$ cat config.mk
export PLATFORM = sky130hd
export DESIGN_NAME = mtwg_front_flat
export DESIGN_NICKNAME = d
export VERILOG_FILES = /design/src/rtl/mtwg_pkg.sv /design/src/rtl/mtwg_if.sv /design/src/rtl/mtwg_front.sv /design/src/flat_wrapper.sv
export SDC_FILE = /design/constraint.sdc
export NUM_CORES = 1
export LEC_CHECK = 0
export ABC_AREA = 1
export BUFFER_PORTS_ARGS = -buffer_cell sky130_fd_sc_hd__buf_2
export CAP_MARGIN = 30
export CORE_UTILIZATION = 45
export DETAILED_ROUTE_END_ITERATION = 10
export GPL_ROUTABILITY_DRIVEN = 0
export SLEW_MARGIN = 25
export SYNTH_ARGS = -nofsm -noshare
export SYNTH_HDL_FRONTEND = slang
export SYNTH_SLANG_ARGS = --single-unit
$ cat constraint.sdc
create_clock -name clk -period 2.2 [get_ports clk]
set_input_delay 0.11 -clock clk [delete_from_list [all_inputs] [get_ports clk]]
set_output_delay 0.11 -clock clk [all_outputs]
set_load 0.02 [all_outputs]
$ cat src/rtl/mtwg_pkg.sv
// Package for the MT19937 word generator: widths, recurrence constants,
// queue sizing and the request queue head type. No dependencies.
`default_nettype none

package mtwg_pkg;

    localparam int WORD_W      = 32;
    localparam int STATE_WORDS = 624;
    localparam int TAP_OFFSET  = 397;
    localparam int TAP_BACK    = STATE_WORDS - TAP_OFFSET;
    localparam int ADDR_W      = $clog2(STATE_WORDS);
    localparam int IDX_W       = $clog2(STATE_WORDS + 2);
    localparam int FILL_SHIFT  = 30;

    localparam logic [IDX_W-1:0]  NOT_INIT     = IDX_W'(STATE_WORDS + 1);
    localparam logic [WORD_W-1:0] TWIST_MATRIX = 32'h9908_b0df;
    localparam logic [WORD_W-1:0] FILL_MULT    = 32'd1812433253;
    localparam logic [WORD_W-1:0] SEED_RESET   = 32'd5489;
    localparam logic [WORD_W-1:0] TEMPER_B     = 32'h9d2c_5680;
    localparam logic [WORD_W-1:0] TEMPER_C     = 32'hefc6_0000;

    localparam int QUEUE_DEPTH = 4;
    localparam int QPTR_W      = $clog2(QUEUE_DEPTH);
    localparam int QCNT_W      = $clog2(QUEUE_DEPTH + 1);

    // head of the request queue as seen by the engine
    typedef struct packed {
        logic valid;
        logic restart;
    } mtwg_qhead_t;

endpackage

`default_nettype wire

$ cat src/rtl/mtwg_if.sv
// Channel interfaces: draw requests in, tempered words out.
// Depends on mtwg_pkg.
`default_nettype none

interface mtwg_req_if;
    logic valid;
    logic ready;
    logic restart;
    modport source (output valid, output restart, input ready);
    modport sink   (input valid, input restart, output ready);
endinterface


`default_nettype wire

$ cat src/rtl/mtwg_front.sv
// Front end: accepts draw requests and holds them in a short queue.
// Depends on mtwg_pkg and mtwg_req_if.
`default_nettype none

module mtwg_front (
    input  logic                  clk,
    input  logic                  rst_n,
    mtwg_req_if.sink              req,
    input  logic                  pop,
    output mtwg_pkg::mtwg_qhead_t head
);
    import mtwg_pkg::*;

    logic              q_reg [QUEUE_DEPTH];
    logic [QPTR_W-1:0] wr_ptr_reg, wr_ptr_next;
    logic [QPTR_W-1:0] rd_ptr_reg, rd_ptr_next;
    logic [QCNT_W-1:0] count_reg, count_next;
    logic              push, take;

    assign req.ready    = (count_reg != QCNT_W'(QUEUE_DEPTH));
    assign push         = req.valid && req.ready;
    assign take         = pop && (count_reg != '0);
    assign head.valid   = (count_reg != '0);
    assign head.restart = q_reg[rd_ptr_reg];

    always_comb
    begin
        wr_ptr_next = push ? wr_ptr_reg + QPTR_W'(1) : wr_ptr_reg;
        rd_ptr_next = take ? rd_ptr_reg + QPTR_W'(1) : rd_ptr_reg;
        count_next  = count_reg;
        if (push && !take)
        begin
            count_next = count_reg + QCNT_W'(1);
        end
        else if (take && !push)
        begin
            count_next = count_reg - QCNT_W'(1);
        end
    end

    always_ff @(posedge clk or negedge rst_n)
    begin
        if (!rst_n)
        begin
            wr_ptr_reg <= '0;
            rd_ptr_reg <= '0;
            count_reg  <= '0;
        end
        else
        begin
            wr_ptr_reg <= wr_ptr_next;
            rd_ptr_reg <= rd_ptr_next;
            count_reg  <= count_next;
        end
    end

    always_ff @(posedge clk)
    begin
        if (push)
        begin
            q_reg[wr_ptr_reg] <= req.restart;
        end
    end

endmodule

`default_nettype wire

$ cat src/flat_wrapper.sv
// flat-port wrapper written by rule: the top's interface ports become plain ports
module mtwg_front_flat import mtwg_pkg::*;
  (clk, rst_n, pop, head, req_valid, req_restart, req_ready);
  mtwg_req_if req_i ();
  input  logic clk;
  input  logic rst_n;
  input  logic pop;
  output mtwg_pkg::mtwg_qhead_t head;
  input wire logic [$bits(req_i.valid)-1:0] req_valid;
  input wire logic [$bits(req_i.restart)-1:0] req_restart;
  output wire logic [$bits(req_i.ready)-1:0] req_ready;
  assign req_i.valid = req_valid;
  assign req_i.restart = req_restart;
  assign req_ready = req_i.ready;
  mtwg_front u_core (.clk(clk), .rst_n(rst_n), .req(req_i), .pop(pop), .head(head));
endmodule
==> impl_metrics.py <==
metrics = {
    "final_layout": {
        "drive_gt1_share_pct": 20.5,
        "largest_reg_flops": 4,
        "nets": 95,
        "syn2layout_area_growth_pct": 14.0,
        "diodes": 0,
    },
    "critical_path": {
        "critPathMostFrequentCell": "inv_1",
        "cp_max_fo": 7,
        "crit_type": "register to register",
        "worstPathArrival_ps": 1910,
        "slowest_delay_ps": 430,
        "cp_cell_sequence": "inv_2 -> nand3_4 -> nand2_4 -> inv_1 -> ha_1 -> inv_1 -> fa_1 -> nand2_1 -> o21ai_0",
        "cp_slowest_cell": "dfrtp_1",
        "crit_path_end_kind": "register",
        "cp-start-kind": "register",
        "worstPathRequired_ps": 2340,
    },
    "sta": {
        "slew_headroom_pct": 88.9,
        "hold_viol_final": 0,
        "whs_ps": 61.7,
        "rsz0062_at_grt": "false",
        "finalMaxSlewViolations": 0,
        "tightest_slew_ps": 165,
        "finalClockSkew_ps": 2.04,
        "tns_ps": 0,
        "fin_crit_sh_pct": 80.3,
        "clock.fmax_mhz": 566,
        "final.min_clock_period_ps": 1770,
        "finalSetupViolCount": 0,
    },
    "synth": {
        "ys_ff_latch": 11,
        "yosysSeqAreaShare_pct": 45.7,
        "synth_area_leaders": "dfrtp_1 27%, edfxtp_1 19%, nand2_1 11%",
        "synth_fa_ha_area_share_pct": 12.8,
        "yosys_warnings": 0,
        "syn_inst": 71,
        "yosys.cell_types.count": 15,
        "synth_top_cell_by_area": "dfrtp_1",
        "netlist_area_sq_um": 646,
        "synthSimpleGateAreaFrac_pct": 27.1,
        "synth_xor_area_share_pct": 1.36,
        "synth_nets": 82,
        "synthMuxAreaShare_pct": 0,
        "synth_top_family_by_area": "simple AND/OR/NAND/NOR gates",
        "syn_avg_cell_area_sq_um": 9.09,
        "synth_top_area_share_pct": 27.1,
        "synth_compound_area_share_pct": 3.10,
    },
    "detailed_routing": {
        "viasPerCell": 4.63,
        "drc": 0,
        "drt_iter0_markers": 11,
        "drt_wl_total_microns": 963,
        "dr.pass1.iters": 4,
        "ant_nets": 0,
        "via_count": 454,
        "wire_per_inst_microns": 9.83,
    },
    "floorplanning": {
        "row_count": 13,
        "core-area_sq_um": 1320,
        "ios": 8,
        "chipHeight_microns": 39.9,
        "dieArea_sq_um": 1590,
        "initial_core_util_pct": 49.0,
        "dieWidth_microns": 39.9,
    },
    "pwr": {
        "peakVddDrop_uv": 690,
        "p_per_area_nw_per_um2": 1350,
        "power_leakage_nw": 0.380,
    },
    "grt": {
        "grt_pass1_wl_microns": 1480,
        "grt_pass1_vias": 400,
        "grt_usage_pct": 14.8,
        "grt_overflow_total": 0,
        "antenna_found_initial": 0,
        "grt_max_degree": 8,
    },
    "clock_network": {
        "htreeDepth": 1,
        "cts_buffers": 3,
        "path_clk_slew_ps": 70,
        "cts_root_buffer": "clkbuf_4",
        "cts_buffer_depth": 2,
        "cts_setup_buffers": 0,
        "clkLatencyLatePin_ps": 260,
        "cts_tree": "built",
        "clock-sinks": 11,
    },
    "job": {
        "drv_cap": 0,
    },
    "run_status": {
        "outcome": "finished clean",
    },
    "hold_path": {
        "hold_class": "input pin to register",
    },
    "placed_design": {
        "dp_hpwl_microns": 787,
        "placement.io_buffers": 7,
    },
}
[cells in the mapped netlist]
library cell / instances
dfrtp_1: 7
edfxtp_1: 4
fa_1: 1
ha_1: 5
inv_1: 14
inv_2: 3
nand2_1: 19
nand2_4: 2
nand3_1: 5
nand3_4: 2
nand4_1: 1
nor2_1: 4
o211ai_1: 2
o21ai_0: 1
xnor2_1: 1
[cell families after synthesis]
logic type                 Yosys count
buffers and inverters               17
and+or+nand+nor                     33
DFF                                 11
AOI/OAI and AO/OA                    3
adders and majority gates            6
xor gates and xnor gates             1
[per-layer routing]
layer | vias up | track usage, % | share of wire [%]
met5 | - | 0 | 0
met4 | 0 | 7.76 | 1.0
met3 | 2 | 3.41 | 2.3
met2 | 6 | 24.2 | 49
met1 | 202 | 17.5 | 47
li1 | 244 | - | -
[power by group]
group | switching [mW] | internal (mW)
clock | 0.0654 | 0.0700
combinational | 0.306 | 0.186
sequential | 0.0714 | 0.296
[metrics by stage]
stage          power, mW  std cells  instance area, sq um  util [%]  worst slack (ps)
5_1_grt             1.10         98                   736      55.8               282
2_1_floorplan      0.750         71                   646         -               511
4_1_cts             1.01         98                   736      55.8               426
3_3_place_gp       0.852         93                   699      53.1               515
6_report           0.995         98                   736      55.8               434
3_5_place_dp       0.868         93                   699      53.1               442
[worst max-delay path, delay by kind of cell (launching register included)]
family / cells / cell delay [ps]
compound gates: 1 / 80
fa+ha+maj: 2 / 610
buf+inv: 3 / 260
flops: 1 / 430
simple gates: 3 / 260
[layout by cell type, fill, tap and decap left out]
cell	instances
buf_2	7
clkbuf_1	1
clkbuf_4	3
dfrtp_1	7
dlygate4sd3_1	1
edfxtp_1	4
fa_1	1
ha_1	5
inv_1	14
inv_2	3
nand2_1	19
nand2_4	2
nand3_1	5
nand3_4	2
nand4_1	1
nor2_1	4
o211ai_1	2
o21ai_0	1
xnor2_1	1
[final cells by class]
cell class / count / area, sq um
clock buffers: 4 / 26.3
repair buffers: 8 / 45.0
well taps: 15 / 18.8
fillers: 122 / 582
flip-flops and latches: 11 / 295
inverters: 17 / 63.8
multi-input cells: 43 / 287
[path summary, 6_finish.rpt]
kind	from	endpoint	slack (ps)	cells after the start
setup / recovery	u_core.count_reg[0]	u_core.count_reg[1]	430	9
hold reg to reg	u_core.rd_ptr_reg[0]	u_core.rd_ptr_reg[0]	510	2
max in group asynchronous	rst_n	u_core.wr_ptr_reg[1]	1840	2
setup reg to reg	u_core.count_reg[0]	u_core.count_reg[1]	430	9
hold / removal	req_restart	u_core.q_reg[0]	60	1
min in group asynchronous	rst_n	u_core.count_reg[0]	210	2
[timing repair]
item,CTS,global route
resized for setup,0,0
hold buffers,1,0
endpoints found under the hold margin,7,0
Note: power is estimated with default switching activity, not from simulation.
